==> src/sv/sat_pkg.sv <==
// shared types and constants of the acquisition trigger scheduler
`timescale 1ns / 1ps

package sat_pkg;

    localparam int CLK_W  = 32;
    localparam int HZ_W   = 10;
    localparam int RATE_W = 9;

    localparam int MAX_RATE_HZ = 500;

    // command codes
    localparam logic [2:0] FUNC_POLL     = 3'd0;
    localparam logic [2:0] FUNC_SET_MODE = 3'd1;
    localparam logic [2:0] FUNC_SET_RATE = 3'd2;
    localparam logic [2:0] FUNC_TRIGGER  = 3'd3;
    localparam logic [2:0] FUNC_STATUS   = 3'd4;

    // acquisition modes
    localparam logic [1:0] MODE_IDLE   = 2'd0;
    localparam logic [1:0] MODE_CONT   = 2'd1;
    localparam logic [1:0] MODE_MANUAL = 2'd2;
    localparam logic [1:0] MODE_AUTO   = 2'd3;

    // status codes
    localparam logic [2:0] ST_OK         = 3'd0;
    localparam logic [2:0] ST_BAD_MODE   = 3'd1;
    localparam logic [2:0] ST_BAD_SENSOR = 3'd2;
    localparam logic [2:0] ST_BAD_RATE   = 3'd3;
    localparam logic [2:0] ST_INIT_FAIL  = 3'd4;
    localparam logic [2:0] ST_NO_MAG     = 3'd5;

    // sensor mask bits
    localparam int BIT_AK   = 0;
    localparam int BIT_TMAG = 1;
    localparam int BIT_IMU  = 2;

    // configuration register indexes
    localparam logic CFG_CORE_CLOCK = 1'b0;
    localparam logic CFG_AK_HZ      = 1'b1;

    localparam logic [CLK_W-1:0]  CORE_CLOCK_RESET = 32'd240000000;
    localparam logic [HZ_W-1:0]   AK_HZ_RESET      = 10'd480;
    localparam logic [RATE_W-1:0] DEFAULT_RATE     = 9'd100;

    typedef enum logic [2:0] {
        S_IDLE,
        S_EVAL,
        S_DIV,
        S_ADD,
        S_UPD,
        S_DONE
    } state_t;

    typedef struct packed {
        logic load;
        logic eval;
        logic div_start;
        logic add;
        logic upd;
        logic finish;
    } ctrl_cmd_t;

    typedef struct packed {
        logic need_div;
        logic div_done;
        logic out_free;
    } dp_stat_t;

endpackage

==> src/sv/sat_div.sv <==
// serial restoring divider for the deadline period
`timescale 1ns / 1ps

module sat_div (
    input  logic                      clk,
    input  logic                      rst_n,
    input  logic                      start,
    input  logic [sat_pkg::CLK_W-1:0] num,
    input  logic [sat_pkg::HZ_W-1:0]  den,
    output logic                      done,
    output logic [sat_pkg::CLK_W-1:0] quo
);
    import sat_pkg::*;

    localparam int CNT_W = $clog2(CLK_W);

    logic             busy_reg;
    logic             done_reg;
    logic [CNT_W-1:0] cnt_reg;
    logic [HZ_W-1:0]  rem_reg;
    logic [CLK_W-1:0] quo_reg;
    logic [HZ_W-1:0]  den_reg;

    logic [HZ_W:0]    trial;
    logic [HZ_W:0]    diff;
    logic             ge;

    assign trial = {rem_reg, quo_reg[CLK_W-1]};
    assign ge    = trial >= {1'b0, den_reg};
    assign diff  = trial - {1'b0, den_reg};

    always_ff @(posedge clk or negedge rst_n)
    begin
        if (!rst_n)
        begin
            busy_reg <= 1'b0;
            done_reg <= 1'b0;
            cnt_reg  <= '0;
        end
        else if (start)
        begin
            busy_reg <= 1'b1;
            done_reg <= 1'b0;
            cnt_reg  <= '0;
        end
        else if (busy_reg)
        begin
            cnt_reg <= cnt_reg + 1'b1;
            if (cnt_reg == CNT_W'(CLK_W - 1))
            begin
                busy_reg <= 1'b0;
                done_reg <= 1'b1;
            end
        end
        else
        begin
            done_reg <= 1'b0;
        end
    end

    always_ff @(posedge clk)
    begin
        if (start)
        begin
            rem_reg <= '0;
            quo_reg <= num;
            den_reg <= den;
        end
        else if (busy_reg)
        begin
            // remainder stays below the divisor, so the difference fits
            rem_reg <= ge ? diff[HZ_W-1:0] : trial[HZ_W-1:0];
            quo_reg <= {quo_reg[CLK_W-2:0], ge};
        end
    end

    assign done = done_reg;
    assign quo  = quo_reg;

endmodule

==> src/sv/sat_datapath.sv <==
// settings, deadlines, command decode and output register of the scheduler
`timescale 1ns / 1ps

module sat_datapath (
    input  logic                         clk,
    input  logic                         rst_n,
    input  sat_pkg::ctrl_cmd_t           cmd,
    output sat_pkg::dp_stat_t            stat,
    input  logic [47:0]                  s_tdata,
    input  logic [3:0]                   s_tuser,
    output logic                         m_tvalid,
    input  logic                         m_tready,
    output logic [23:0]                  m_tdata,
    input  logic                         cfg_we,
    input  logic                         cfg_index,
    input  logic [sat_pkg::CLK_W-1:0]    cfg_data
);
    import sat_pkg::*;

    // configuration
    logic [CLK_W-1:0]  clock_hz_reg;
    logic [HZ_W-1:0]   ak_hz_reg;

    // request fields
    logic [2:0]        func_reg;
    logic [CLK_W-1:0]  now_reg;
    logic [1:0]        strat_reg;
    logic [2:0]        smask_reg;
    logic [HZ_W-1:0]   rhz_reg;
    logic              has_rate_reg;
    logic              init_ok_reg;

    // scheduler state
    logic [1:0]        mode_reg;
    logic [2:0]        mask_reg;
    logic [RATE_W-1:0] rate_reg;
    logic [CLK_W-1:0]  next_trig_reg;
    logic [CLK_W-1:0]  next_ak_reg;
    logic              pending_reg;

    // deadline work
    logic              fire_reg;
    logic              sel_ak_reg;
    logic [CLK_W-1:0]  d0_reg;
    logic [CLK_W-1:0]  sum_reg;
    logic [CLK_W-1:0]  alt_reg;

    logic              m_tvalid_reg;
    logic [23:0]       m_tdata_reg;

    logic              is_poll;
    logic              use_ak;
    logic              use_trig;
    logic [CLK_W-1:0]  dl;
    logic [CLK_W-1:0]  d0;
    logic [CLK_W-1:0]  since_d0;
    logic [CLK_W-1:0]  since_sum;
    logic [CLK_W-1:0]  dl_new;
    logic [HZ_W-1:0]   den;
    logic [CLK_W-1:0]  period;
    logic              div_done;
    logic              out_free;
    logic              commit;
    logic              rhz_valid;
    logic              fire;

    logic [2:0]        status;
    logic              r_imu, r_ak, r_tmag, t_ak, t_tmag;
    logic [1:0]        mode_next;
    logic [2:0]        mask_next;
    logic [RATE_W-1:0] rate_next;
    logic              pending_next;
    logic              clr_run;
    logic              clr_trig;
    logic [RATE_W-1:0] auto_hz;

    // deadline pre-check: an unarmed deadline arms to now and is due at once
    assign is_poll   = func_reg == FUNC_POLL;
    assign use_ak    = is_poll && mode_reg == MODE_CONT && mask_reg[BIT_AK];
    assign use_trig  = is_poll && mode_reg == MODE_AUTO && !pending_reg;
    assign dl        = use_ak ? next_ak_reg : next_trig_reg;
    assign d0        = (dl == '0) ? now_reg : dl;
    assign since_d0  = now_reg - d0;
    assign since_sum = now_reg - sum_reg;
    // a missed period restarts one period after now
    assign dl_new    = since_sum[CLK_W-1] ? sum_reg : alt_reg;

    always_comb
    begin
        if (use_ak)
            den = (ak_hz_reg == '0) ? HZ_W'(1) : ak_hz_reg;
        else
            den = (rate_reg == '0) ? HZ_W'(1) : HZ_W'(rate_reg);
    end

    sat_div u_div (
        .clk   (clk),
        .rst_n (rst_n),
        .start (cmd.div_start),
        .num   (clock_hz_reg),
        .den   (den),
        .done  (div_done),
        .quo   (period)
    );

    assign out_free = !m_tvalid_reg || m_tready;
    assign commit   = cmd.finish && out_free;

    assign stat.need_div = (use_ak || use_trig) && !since_d0[CLK_W-1];
    assign stat.div_done = div_done;
    assign stat.out_free = out_free;

    assign rhz_valid = rhz_reg != '0 && rhz_reg <= HZ_W'(MAX_RATE_HZ);
    assign fire      = pending_reg || fire_reg;

    always_comb
    begin
        status       = ST_OK;
        r_imu        = 1'b0;
        r_ak         = 1'b0;
        r_tmag       = 1'b0;
        t_ak         = 1'b0;
        t_tmag       = 1'b0;
        mode_next    = mode_reg;
        mask_next    = mask_reg;
        rate_next    = rate_reg;
        pending_next = pending_reg;
        clr_run      = 1'b0;
        clr_trig     = 1'b0;
        auto_hz      = DEFAULT_RATE;
        unique case (func_reg)
            FUNC_POLL:
            begin
                r_imu = mode_reg != MODE_IDLE && mask_reg[BIT_IMU];
                if (mode_reg == MODE_CONT)
                begin
                    r_ak   = mask_reg[BIT_AK] && fire_reg;
                    r_tmag = mask_reg[BIT_TMAG];
                end
                else if (mode_reg == MODE_MANUAL || mode_reg == MODE_AUTO)
                begin
                    if (fire)
                    begin
                        pending_next = 1'b0;
                        t_ak         = mask_reg[BIT_AK];
                        t_tmag       = mask_reg[BIT_TMAG];
                    end
                end
            end
            FUNC_SET_MODE:
            begin
                if (strat_reg == MODE_IDLE)
                begin
                    mode_next = MODE_IDLE;
                    mask_next = '0;
                    clr_run   = 1'b1;
                end
                else if (smask_reg == '0)
                begin
                    status = ST_BAD_SENSOR;
                end
                else
                begin
                    if (has_rate_reg && rhz_valid)
                        auto_hz = rhz_reg[RATE_W-1:0];
                    if (strat_reg == MODE_AUTO && has_rate_reg && !rhz_valid)
                        status = ST_BAD_RATE;
                    else if (!init_ok_reg)
                        status = ST_INIT_FAIL;
                    else
                    begin
                        mode_next = strat_reg;
                        mask_next = smask_reg;
                        if (strat_reg == MODE_AUTO)
                            rate_next = auto_hz;
                        clr_run   = 1'b1;
                    end
                end
            end
            FUNC_SET_RATE:
            begin
                if (!rhz_valid)
                    status = ST_BAD_RATE;
                else if (mode_reg != MODE_AUTO)
                    status = ST_BAD_MODE;
                else
                begin
                    rate_next = rhz_reg[RATE_W-1:0];
                    clr_trig  = 1'b1;
                end
            end
            FUNC_TRIGGER:
            begin
                if (mode_reg != MODE_MANUAL && mode_reg != MODE_AUTO)
                    status = ST_BAD_MODE;
                else if (!mask_reg[BIT_AK] && !mask_reg[BIT_TMAG])
                    status = ST_NO_MAG;
                else
                    pending_next = 1'b1;
            end
            FUNC_STATUS:
            begin
                status = ST_OK;
            end
            default:
            begin
                status = ST_BAD_MODE;
            end
        endcase
        if (clr_run)
            pending_next = 1'b0;
    end

    always_ff @(posedge clk or negedge rst_n)
    begin
        if (!rst_n)
        begin
            clock_hz_reg <= CORE_CLOCK_RESET;
            ak_hz_reg    <= AK_HZ_RESET;
        end
        else if (cfg_we)
        begin
            unique case (cfg_index)
                CFG_CORE_CLOCK: clock_hz_reg <= cfg_data;
                CFG_AK_HZ:      ak_hz_reg    <= cfg_data[HZ_W-1:0];
                default:        ak_hz_reg    <= ak_hz_reg;
            endcase
        end
    end

    always_ff @(posedge clk)
    begin
        if (cmd.load)
        begin
            now_reg      <= s_tdata[31:0];
            strat_reg    <= s_tdata[33:32];
            smask_reg    <= s_tdata[36:34];
            rhz_reg      <= s_tdata[46:37];
            init_ok_reg  <= s_tdata[47];
            func_reg     <= s_tuser[2:0];
            has_rate_reg <= s_tuser[3];
        end
        if (cmd.eval)
        begin
            sel_ak_reg <= use_ak;
            d0_reg     <= d0;
        end
        if (cmd.add)
        begin
            sum_reg <= d0_reg + period;
            alt_reg <= now_reg + period;
        end
        if (commit)
        begin
            m_tdata_reg <= {2'b00, rate_next, mask_next, mode_next,
                            t_tmag, t_ak, r_tmag, r_ak, r_imu, status};
        end
    end

    always_ff @(posedge clk or negedge rst_n)
    begin
        if (!rst_n)
        begin
            mode_reg      <= MODE_IDLE;
            mask_reg      <= '0;
            rate_reg      <= DEFAULT_RATE;
            next_trig_reg <= '0;
            next_ak_reg   <= '0;
            pending_reg   <= 1'b0;
            fire_reg      <= 1'b0;
            m_tvalid_reg  <= 1'b0;
        end
        else
        begin
            if (cmd.eval)
                fire_reg <= stat.need_div;
            if (cmd.upd)
            begin
                if (sel_ak_reg)
                    next_ak_reg <= dl_new;
                else
                    next_trig_reg <= dl_new;
            end
            if (commit)
            begin
                mode_reg    <= mode_next;
                mask_reg    <= mask_next;
                rate_reg    <= rate_next;
                pending_reg <= pending_next;
                if (clr_run)
                begin
                    next_trig_reg <= '0;
                    next_ak_reg   <= '0;
                end
                else if (clr_trig)
                begin
                    next_trig_reg <= '0;
                end
                m_tvalid_reg <= 1'b1;
            end
            else if (m_tready)
            begin
                m_tvalid_reg <= 1'b0;
            end
        end
    end

    assign m_tvalid = m_tvalid_reg;
    assign m_tdata  = m_tdata_reg;

endmodule

==> src/sv/sat_ctrl.sv <==
// sequencing state machine of the scheduler
`timescale 1ns / 1ps

module sat_ctrl (
    input  logic                clk,
    input  logic                rst_n,
    input  logic                s_tvalid,
    output logic                s_tready,
    input  sat_pkg::dp_stat_t   stat,
    output sat_pkg::ctrl_cmd_t  cmd
);
    import sat_pkg::*;

    state_t state_reg;
    state_t state_next;

    always_ff @(posedge clk or negedge rst_n)
    begin
        if (!rst_n)
            state_reg <= S_IDLE;
        else
            state_reg <= state_next;
    end

    always_comb
    begin
        state_next = state_reg;
        cmd        = '0;
        s_tready   = 1'b0;
        unique case (state_reg)
            S_IDLE:
            begin
                s_tready = 1'b1;
                if (s_tvalid)
                begin
                    cmd.load   = 1'b1;
                    state_next = S_EVAL;
                end
            end
            S_EVAL:
            begin
                cmd.eval = 1'b1;
                if (stat.need_div)
                begin
                    cmd.div_start = 1'b1;
                    state_next    = S_DIV;
                end
                else
                begin
                    state_next = S_DONE;
                end
            end
            S_DIV:
            begin
                if (stat.div_done)
                    state_next = S_ADD;
            end
            S_ADD:
            begin
                cmd.add    = 1'b1;
                state_next = S_UPD;
            end
            S_UPD:
            begin
                cmd.upd    = 1'b1;
                state_next = S_DONE;
            end
            S_DONE:
            begin
                // wait for room in the output register
                cmd.finish = 1'b1;
                if (stat.out_free)
                    state_next = S_IDLE;
            end
            default:
            begin
                state_next = S_IDLE;
            end
        endcase
    end

endmodule

==> src/sv/sensor_acquisition_trigger_scheduler.sv <==
// top level of the sensor acquisition trigger scheduler
`timescale 1ns / 1ps

// Acquisition mode controller for an imu and two magnetometer arrays. Each request
// (poll, set mode, set rate, manual trigger, status query) yields one result with a
// status code, the read and trigger strobes of a poll, and the settings after the
// request. A command passes through an evaluate state and a done state that waits
// for room in the output register. A poll whose ak or auto trigger deadline is due
// also takes a divide state: its period, core_clock_hz over the rate, comes from a
// 32-step serial divider, followed by states to add and to update the deadline. A
// finished result waits in the output register; the next request is taken meanwhile.
module sensor_acquisition_trigger_scheduler (
    input  logic        clk,
    input  logic        rst_n,
    input  logic        s_tvalid,
    output logic        s_tready,
    // now[31:0], strategy[33:32], sensors[36:34], rate_hz[46:37], init_ok[47]
    input  logic [47:0] s_tdata,
    // func[2:0], has_rate[3]
    input  logic [3:0]  s_tuser,
    output logic        m_tvalid,
    input  logic        m_tready,
    // status[2:0], read_imu[3], read_ak[4], read_tmag[5], trigger_ak[6],
    // trigger_tmag[7], cur_mode[9:8], cur_sensors[12:10], cur_rate[21:13], zero[23:22]
    output logic [23:0] m_tdata,
    input  logic        cfg_we,
    input  logic        cfg_index,
    input  logic [31:0] cfg_data
);
    import sat_pkg::*;

    ctrl_cmd_t cmd;
    dp_stat_t  stat;

    sat_ctrl u_ctrl (
        .clk      (clk),
        .rst_n    (rst_n),
        .s_tvalid (s_tvalid),
        .s_tready (s_tready),
        .stat     (stat),
        .cmd      (cmd)
    );

    sat_datapath u_datapath (
        .clk       (clk),
        .rst_n     (rst_n),
        .cmd       (cmd),
        .stat      (stat),
        .s_tdata   (s_tdata),
        .s_tuser   (s_tuser),
        .m_tvalid  (m_tvalid),
        .m_tready  (m_tready),
        .m_tdata   (m_tdata),
        .cfg_we    (cfg_we),
        .cfg_index (cfg_index),
        .cfg_data  (cfg_data)
    );

endmodule

==> config.mk <==
export PLATFORM = sky130hd
export DESIGN_NAME = sensor_acquisition_trigger_scheduler
export DESIGN_NICKNAME = d
export VERILOG_FILES = /design/src/sv/sat_pkg.sv /design/src/sv/sat_div.sv /design/src/sv/sat_datapath.sv /design/src/sv/sat_ctrl.sv /design/src/sv/sensor_acquisition_trigger_scheduler.sv
export SDC_FILE = /design/constraint.sdc
export NUM_CORES = 1
export LEC_CHECK = 0
export ABC_AREA = 1
export BUFFER_PORTS_ARGS = -buffer_cell sky130_fd_sc_hd__buf_2
export CELL_PAD_IN_SITES_DETAIL_PLACEMENT = 1
export CELL_PAD_IN_SITES_GLOBAL_PLACEMENT = 1
export CORE_MARGIN = 2
export CORE_UTILIZATION = 40
export DETAILED_ROUTE_END_ITERATION = 8
export PLACE_DENSITY_LB_ADDON = 0.1
export SLEW_MARGIN = 5
export SYNTH_ARGS = -nofsm -noshare
export SYNTH_HDL_FRONTEND = slang
export SYNTH_SLANG_ARGS = --single-unit
==> constraint.sdc <==
create_clock -name clk -period 11 [get_ports clk]
set_clock_uncertainty 0.2 [all_clocks]
set_input_delay 3.3 -clock clk [delete_from_list [all_inputs] [get_ports clk]]
set_output_delay 3.3 -clock clk [all_outputs]
set_load 0.005 [all_outputs]
==> key figures, run 1 <==
Outcome
  • Status: complete, no violations

Critical path
  • Crit path largest cell delay: 0.52 ns
  • Slowest cell on the critical path: nor2_4
  • WS Path Type: reg2reg
  • Worst Setup End Kind: flop
  • Worst setup SP type: flop
  • Reg2reg setup slack: 4.53 ns
  • R2R Path End: u_datapath.u_div.quo[17]
  • R2R cell count: 30
  • Worst path most repeated cell: nand2_1
  • Max FO, Critical Path: 33
  • Required time worst endpoint: 11.02 ns
  • WP depth: 30
  • WP data arrival: 6.50 ns
  • CP top delay family: simple AND/OR/NAND/NOR gates
  • Critical path buffer and inverter count: 7
  • Worst r2r src: u_datapath.func_reg[0]

STA
  • RSZ-0062 raised after global routing: no
  • Fin crit period: 6.472 ns
  • Worst-margin pin slew: 0.9909 ns
  • TNS Setup: 0 ns
  • Slew Limit Fails: 0
  • Worst slew margin: 33.94%
  • Final hold violations: 0
  • Final WS setup: 4.528 ns
  • Max frequency: 154.5 MHz
  • Final setup violation count: 0
  • Tcrit/Tclk final: 58.84%

Layout
  • FF/Latch Area: 9946 µm²
  • Nets: 2,717
  • Fraction of layout cells with a size suffix above 1: 10.50%
  • P&R area growth vs syn: 13.46%
  • Cell Count, Final, Fillers Out: 3,198
  • Fillers: 5,912
  • Area of the multi-input gates: 8697 µm²

Synth
  • Cell count after synthesis: 2,372
  • Syn. warnings: 0
  • Post-synth top area cell: edfxtp_1
  • Post-synth EDFFs: 213
  • Synth top area cells: edfxtp_1 (31%), dfrtp_1 (14%), nand2_1 (13%)
  • Top-area cell type share of the netlist area: 31.44%
  • Yosys reg bits: 356
  • Synth Cell Area: 20,340 µm²
  • Register area share after synthesis: 48.90%
  • Mean post-synth cell area: 8.575 µm²
  • Async set-reset flop share out of synthesis: 37.36%
  • Top FF cell, synth: edfxtp_1
  • Commonest cells post-synth: nand2_1 (682), inv_1 (374), edfxtp_1 (213)
  • Distinct cells, synth: 52
  • Most common cell in the netlist: nand2_1

Routing
  • Post-DR vias/cell: 5.199
  • Final WL: 65.83 mm
  • DRC violations left: 0
  • Detailed-route wire length per cell: 20.59 µm
  • Initial DRC count: 1,019
  • Vias: 16.63k
  • TritonRoute pass-1 iters: 5
  • Antenna viol nets, final: 0

Min path
  • WHS Endpoint: u_datapath.clock_hz_reg[7]
  • Hold path start: u_datapath.clock_hz_reg[7]
  • Worst Hold Depth: 2
  • Worst Hold Class: reg2reg

Placement
  • Input/output buffers: 113
  • Detailed Place HPWL: 49.95 mm
  • Routability cong.: 0.8834
  • # placed instances: 3,117
  • Placement Setup Slack: 4.464 ns

Clocking
  • Clock Sinks: 356
  • Clock Pin Slew Worst Setup and Hold Paths: 0.06 ns
  • Skew-Pair Late Insertion Delay: 0.58 ns
  • Post-cts repair resize count: 0
  • Postcts setup bufs: 0
  • Num CTS Buffers: 43
  • Hold Buf Count CTS: 0
  • Max clock buf depth: 3
  • Root buf cell: clkbuf_16
  • TritonCTS clock tree: yes
  • H-tree depth: 2

Floorplanning
  • Initial Utilization: 40.54%
  • Core ar.: 50,170 µm²
  • Die Footprint: 52,670 µm²
  • Height of the die: 229.5 µm
  • Row count: 82
  • Width of the die: 229.5 µm
  • I/O Pins: 116

GRT
  • First-pass GRT wire length: 101.8 mm
  • Vias in the first global route: 17.44k
  • Tot GR Track Use: 25.18%
  • Gr ovfl total: 0
  • Largest net degree at the start of global routing: 88
  • Initial antenna violation count: 6

Power
  • VDD IR max: 0.0001344 V
  • Leak: 10.99 nW
  • Pwr per Cell Area: 237.6 nW/µm²
  • Power, Total: 5.483 mW

Run
  • Max Cap Viol: 0
## final cells by class
cell class	instances	area share [%]
Sequential cell	356	43.10
Inverter	380	6.181
Clock inverter	12	0.6018
Antenna cell	2	0.02169
Clock buffer	67	5.676
Multi-Input combinational cell	1577	37.68
Timing Repair Buffer	132	3.096
Tap cell	672	3.643
## worst register-to-register path, delay by kind of cell, from the launching register on
| family | cells | cell delay [ns] |
|---|---|---|
| simple gates | 22 | 3.70 |
| fa+ha+maj | 1 | 0.29 |
| buf+inv | 7 | 1.45 |
| flops | 1 | 0.45 |
## metal layers
layer | routed length (µm) | global-route usage [%] | up-vias
li1 | - | - | 8008
met1 | 31440 | 35.36 | 8175
met2 | 29680 | 40.59 | 343
met3 | 2914 | 3.374 | 96
met4 | 1771 | 7.407 | 6
met5 | 28 | 0 | -
## layout by cell type, fill, tap and decap left out, types with 19 or more instances in the layout
cell type  netlist  final
mux2_2          22     22
buf_2            7    112
a21oi_1        141    141
nand3_1        135    135
nor3_1          28     27
nor2_1         115    111
ha_1           134    134
edfxtp_1       213    213
nand2_1        682    682
buf_4            6     19
xnor2_1         21     21
dfrtp_1        116    116
o21ai_0        117    117
clkbuf_16        0     46
inv_1          374    374
xor2_1          48     47
## per-stage QoR
stage	hold WS, ns	cell area, µm²	util, %
detailed placement	0.2765	21620	43.10
finish	0.2873	23080	46.00
CTS	0.2920	23070	45.99
floorplan	0.2534	20340	-
global placement	0.2708	21620	43.10
global route	0.3254	23080	45.99
## logic make-up after synthesis
| group | Yosys count | share of synthesized area [%] |
|---|---|---|
| muxes | 22 | 1.218 |
| buffers and inverters | 440 | 8.569 |
| other | 1 | 0.01844 |
| adders and majority gates | 137 | 8.538 |
| DFF | 356 | 48.90 |
| AOI/OAI and AO/OA | 347 | 9.621 |
| and+or+nand+nor | 1000 | 20.17 |
| xor gates and xnor gates | 69 | 2.971 |
## where the power goes
part | switching (mW) | internal (mW) | leakage, nW
clock | 0.595 | 0.869 | 0.710
sequential | 0.183 | 1.83 | 3.60
combinational | 1.35 | 0.659 | 6.69
total | 2.13 | 3.36 | 11.0
## worst max-delay path by stage
stage	start	slack, ns	endpoint
floorplan	s_tvalid	4.83	u_datapath.func_reg[0]
global placement	u_datapath.func_reg[0]	4.59	u_datapath.u_div.quo[29]
detailed placement	u_datapath.func_reg[0]	4.46	u_datapath.u_div.quo[27]
CTS	u_datapath.func_reg[0]	4.44	u_datapath.u_div.quo[17]
global route	u_datapath.func_reg[0]	3.85	u_datapath.u_div.quo[17]
finish	u_datapath.func_reg[0]	4.53	u_datapath.u_div.quo[17]
No activity file was read; power rests on OpenSTA's default activity.
==> run 2: changes to the inputs <==
==> constraint.sdc (replaced) <==
create_clock -name clk -period 5.3 [get_ports clk]
set_clock_uncertainty 0.2 [all_clocks]
set_input_delay 1.59 -clock clk [delete_from_list [all_inputs] [get_ports clk]]
set_output_delay 1.59 -clock clk [all_outputs]
set_load 0.005 [all_outputs]
==> key figures, run 2 (synthesized netlist as in run 1, its figures left out) <==
Routing
  • TritonRoute pass-1 iters: 5
  • Antenna viol nets, final: 0
  • Detailed-route wire length per cell: 20.40 µm
  • Final WL: 65.51 mm
  • Post-DR vias/cell: 5.183
  • DRC violations left: 0
  • Initial DRC count: 1,050
  • Vias: 16.65k

Clocking
  • Num CTS Buffers: 43
  • Clock Sinks: 356
  • Clock Pin Slew Worst Setup and Hold Paths: 0.06 ns
  • TritonCTS clock tree: yes
  • Root buf cell: clkbuf_16
  • Max clock buf depth: 3
  • H-tree depth: 2
  • Skew-Pair Late Insertion Delay: 0.58 ns

Min path
  • Hold path start: u_datapath.clock_hz_reg[6]
  • Worst Hold Depth: 2
  • WHS Endpoint: u_datapath.clock_hz_reg[6]
  • Worst Hold Class: reg2reg

Power
  • Gate power share: 37.1%
  • Net Sw Power: 4.416 mW
  • VDD IR max: 0.0003585 V
  • Leak: 11.07 nW
  • Power, Total: 11.37 mW
  • Cell-internal power: 6.957 mW
  • Pwr per Cell Area: 488.2 nW/µm²
  • Reg power frac: 36.6%
  • Clock share of power: 26.3%
  • Sw frac: 38.83%

Layout
  • Most common cell after layout, fill and taps aside: nand2_1
  • Fillers: 5,873
  • P&R area growth vs syn: 14.52%
  • Most frequent cells in the layout: nand2_1 (680), inv_1 (373), edfxtp_1 (213)
  • Nets: 2,731
  • Design Area, Final: 23,290 µm²
  • Fraction of layout cells with a size suffix above 1: 10.99%

Critical path
  • Worst Setup End Kind: flop
  • Worst r2r src: u_datapath.func_reg[1]
  • Required time worst endpoint: 5.37 ns
  • Crit path largest cell delay: 0.46 ns
  • Max FO, Critical Path: 23
  • R2R cell count: 30
  • R2R Path End: u_datapath.u_div.quo[2]
  • WP data arrival: 5.00 ns
  • Reg2reg setup slack: 0.37 ns
  • Worst setup SP type: flop
  • Worst path most repeated cell: nand2_1
  • Slowest cell on the critical path: edfxtp_1
  • WS Path Type: reg2reg

STA
  • Fin crit period: 4.928 ns
  • Final setup violation count: 0
  • Tcrit/Tclk final: 92.98%
  • Slew Limit Fails: 0
  • Worst slew margin: 18.39%
  • Max frequency: 202.9 MHz
  • Worst-margin pin slew: 1.221 ns
  • Final hold violations: 0

GRT
  • Gr ovfl total: 0
  • Largest net degree at the start of global routing: 56
  • Tot GR Track Use: 25.01%
  • Vias in the first global route: 17.66k
  • Initial antenna violation count: 4
  • First-pass GRT wire length: 101.8 mm

Floorplanning
  • Row count: 82
  • Height of the die: 229.5 µm
  • Die Footprint: 52,670 µm²
  • I/O Pins: 116
  • Width of the die: 229.5 µm
  • Core ar.: 50,170 µm²
  • Initial Utilization: 40.54%

Placement
  • Routability cong.: 0.8852
  • Placed Instance Area: 21,790 µm²
  • Input/output buffers: 113
  • Detailed Place HPWL: 49.91 mm

Outcome
  • Status: complete, no violations

Run
  • Max Cap Viol: 0
run 2: cell types whose count changed in the layout (fill, tap and decap cells not counted), sizes merged:
cell and change:
buf +13, clkbuf -5, clkinv +4, clkinvlp +2
bufinv +1, diode -1
run 2: final cells by class:
| cell class | count | area, µm² | area share, % |
|---|---|---|---|
| Timing Repair Buffer | 146 | 948.4 | 4.071 |
| Sequential cell | 356 | 9946 | 42.70 |
| Multi-Input combinational cell | 1577 | 8713 | 37.40 |
| Antenna cell | 1 | 2.502 | 0.01074 |
| Inverter | 380 | 1433 | 6.150 |
| Clock inverter | 19 | 183.9 | 0.7896 |
| Tap cell | 672 | 840.8 | 3.609 |
| Clock buffer | 61 | 1227 | 5.269 |
run 2: per-stage QoR:
step | util [%] | cells | hold WS [ns] | setup slack, ns | TNS, ns
detailed placement | 43.44 | 3128 | 0.2731 | 0.07747 | 0
finish | 46.43 | 3212 | 0.2832 | 0.3720 | 0
global route | 46.43 | 3212 | 0.3223 | -0.03454 | -0.4522
global placement | 43.44 | 3128 | 0.2690 | 0.1853 | 0
floorplan | - | 2373 | 0.2534 | 0.1702 | 0
CTS | 46.25 | 3208 | 0.2878 | 0.04911 | 0
run 2: worst max-delay path by stage:
stage | startpoint | slack (ns) | end | depth (start not counted)
after floorplan | u_datapath.func_reg[0] | 0.17 | u_datapath.u_div.quo[0] | 32
after global placement | u_datapath.mode_reg[0] | 0.19 | u_datapath.u_div.quo[0] | 30
after detailed placement | u_datapath.mode_reg[0] | 0.08 | u_datapath.u_div.quo[2] | 31
after CTS | u_datapath.mode_reg[0] | 0.05 | u_datapath.u_div.quo[2] | 31
after global routing | u_datapath.func_reg[1] | -0.03 | u_datapath.u_div.quo[1] | 30
final | u_datapath.func_reg[1] | 0.37 | u_datapath.u_div.quo[2] | 30
run 2: metal layers:
| layer | up-vias | global-route usage, % | part of all wire [%] |
|---|---|---|---|
| li1 | 8048 | - | - |
| met1 | 8188 | 35.10 | 48 |
| met2 | 319 | 40.98 | 46 |
| met3 | 87 | 3.723 | 4.4 |
| met4 | 6 | 5.337 | 2.0 |
| met5 | - | 0 | 0.056 |
run 2: what timing repair did:
item	CTS	global route
buffers inserted	0	2
hold endpoints to repair	0	0
gates resized for setup	0	9
hold buffers	0	0
endpoints found under the setup margin	0	87
run 2: critical path: cells and delay by family, from the launching register on:
family	cells	cell delay [ns]
adder cells (fa/ha/maj)	1	0.28
buffers and inverters	7	0.86
flip-flops	1	0.46
AND/OR/NAND/NOR	22	2.78
run 2: power by group through the flow:
stage          Combinational [mW]  Clock [mW]  Sequential, mW
5_1_grt                      4.79        3.18            4.23
3_3_place_gp                 4.01           0            4.20
2_1_floorplan                2.86           0            4.07
4_1_cts                      4.23        3.06            4.16
6_report                     4.22        2.99            4.16
3_5_place_dp                 4.18           0            4.20
==> run 3: changes to the inputs <==
--- a/config.mk
+++ b/config.mk
@@ -6,9 +6,11 @@
 export NUM_CORES = 1
 export LEC_CHECK = 0
 export ABC_AREA = 1
+export ABC_CLOCK_PERIOD_IN_PS = 6070
 export BUFFER_PORTS_ARGS = -buffer_cell sky130_fd_sc_hd__buf_2
 export CELL_PAD_IN_SITES_DETAIL_PLACEMENT = 1
 export CELL_PAD_IN_SITES_GLOBAL_PLACEMENT = 1
+export CORE_ASPECT_RATIO = 1.1
 export CORE_MARGIN = 2
 export CORE_UTILIZATION = 40
 export DETAILED_ROUTE_END_ITERATION = 8
==> constraint.sdc (replaced) <==
create_clock -name clk -period 6.07 [get_ports clk]
set_clock_uncertainty 0.2 [all_clocks]
set_input_delay 1.821 -clock clk [delete_from_list [all_inputs] [get_ports clk]]
set_output_delay 1.821 -clock clk [all_outputs]
set_load 0.005 [all_outputs]
==> key figures, run 3 (synthesized netlist as in run 1, its figures left out) <==
Clocking
  • Root buf cell: clkbuf_16
  • Clock Pin Slew Worst Setup and Hold Paths: 0.06 ns
  • TritonCTS clock tree: yes
  • H-tree depth: 2
  • Num CTS Buffers: 42
  • Max clock buf depth: 3
  • Skew-Pair Late Insertion Delay: 0.60 ns
  • Clock Sinks: 356

GRT
  • Vias in the first global route: 17.42k
  • Tot GR Track Use: 25.14%
  • Largest net degree at the start of global routing: 73
  • Initial antenna violation count: 3
  • First-pass GRT wire length: 100.2 mm
  • Gr ovfl total: 0

Critical path
  • Reg2reg setup slack: 0.39 ns
  • Required time worst endpoint: 6.12 ns
  • Worst Setup End Kind: flop
  • WS Path Type: reg2reg
  • Worst setup SP type: flop
  • Slowest cell on the critical path: edfxtp_1
  • Max FO, Critical Path: 32
  • Crit path largest cell delay: 0.47 ns
  • Worst path most repeated cell: nand2_1
  • WP data arrival: 5.73 ns

STA
  • Hold Worst Slack: 0.2836 ns
  • Worst-margin pin slew: 1.200 ns
  • Final hold violations: 0
  • Slew Limit Fails: 0
  • TNS Setup: 0 ns
  • Final setup violation count: 0
  • RSZ-0062 raised after global routing: no
  • Final WS setup: 0.3876 ns
  • Tcrit/Tclk final: 93.61%
  • Worst slew margin: 19.79%
  • Fin crit period: 5.682 ns
  • Max frequency: 176.0 MHz

Layout
  • Fraction of layout cells with a size suffix above 1: 10.98%
  • Fillers: 5,993
  • Nets: 2,726
  • P&R area growth vs syn: 14.22%
  • Most frequent cells in the layout: nand2_1 (682), inv_1 (373), edfxtp_1 (213)
  • Core Util, Final: 46.33%
  • Most common cell after layout, fill and taps aside: nand2_1

Floorplanning
  • Die Footprint: 52,670 µm²
  • Height of the die: 240.5 µm
  • I/O Pins: 116
  • Core ar.: 50,140 µm²
  • Width of the die: 219.0 µm
  • Row count: 86
  • Initial Utilization: 40.57%

Power
  • Clock share of power: 27.1%
  • VDD IR max: 0.0002541 V
  • Sw frac: 39.18%
  • Reg power frac: 36.5%
  • Leak: 11.06 nW
  • Net Sw Power: 3.955 mW
  • Cell-internal power: 6.139 mW
  • Pwr per Cell Area: 434.4 nW/µm²
  • Gate power share: 36.4%

Placement
  • Input/output buffers: 113
  • Detailed Place HPWL: 48.94 mm
  • Placement Setup Slack: 0.2786 ns
  • Routability cong.: 0.9120

Routing
  • Initial DRC count: 1,090
  • Vias: 16.69k
  • Antenna viol nets, final: 0
  • Final WL: 65.80 mm
  • Post-DR vias/cell: 5.223
  • Detailed-route wire length per cell: 20.59 µm
  • DRC violations left: 0
  • TritonRoute pass-1 iters: 5

Run
  • Max Cap Viol: 0

Min path
  • Worst Hold Class: reg2reg

Outcome
  • Status: complete, no violations
## run 3: cell type report
type | count | area (µm²) | area share, %
tap | 660 | 825.8 | 3.554
clock inverter | 23 | 317.8 | 1.368
multi-input combinational | 1579 | 8750 | 37.66
clock buffer | 55 | 1161 | 4.998
inverter | 380 | 1430 | 6.155
antenna | 2 | 5.005 | 0.02154
timing repair buffer | 140 | 798.3 | 3.436
sequential | 356 | 9946 | 42.81
## run 3: worst paths after layout
check,start,endpoint,cells past startpoint
min,u_datapath.clock_hz_reg[9],u_datapath.clock_hz_reg[9],2
max in group asynchronous,rst_n,u_datapath.clock_hz_reg[26],2
max,u_datapath.func_reg[2],u_datapath.u_div.quo[30],31
max reg2reg,u_datapath.func_reg[2],u_datapath.u_div.quo[30],31
min reg2reg,u_datapath.clock_hz_reg[9],u_datapath.clock_hz_reg[9],2
min in group asynchronous,rst_n,u_datapath.next_trig_reg[4],1
## run 3: power groups by stage
stage	Combinational (mW)	Sequential, mW	Clock [mW]
after floorplan	2.50	3.56	0
after global placement	3.48	3.69	0
after detailed placement	3.62	3.70	0
after CTS	3.65	3.67	2.79
after global routing	4.17	3.74	2.87
final	3.68	3.68	2.73
## run 3: critical path: cells and delay by family (launching register included)
family	cells	cell delay [ns]
simple gates	21	2.49
flops	1	0.47
fa+ha+maj	1	0.26
compound gates	1	0.14
buf+inv	8	1.79
## run 3: metal layers
metal	up-vias	GRT usage (%)	wire [µm]
met5	-	0	7
met4	2	6.695	1396
met3	71	2.897	2683
met2	318	41.90	30900
met1	8259	34.74	30810
li1	8036	-	-
## run 3: per-stage QoR
step | instance area, µm² | instances | power [mW]
6_report | 23230 | 3195 | 10.09
5_1_grt | 23230 | 3193 | 10.78
4_1_cts | 23150 | 3189 | 10.11
3_5_place_dp | 21670 | 3111 | 7.316
3_3_place_gp | 21670 | 3111 | 7.174
2_1_floorplan | 20340 | 2373 | 6.056
## run 3: timing repair
action / in CTS / in global routing
resized for setup: 0 / 8
endpoints found under the setup margin: 0 / 74
hold buffers: 0 / 0
setup buffers: 0 / 2
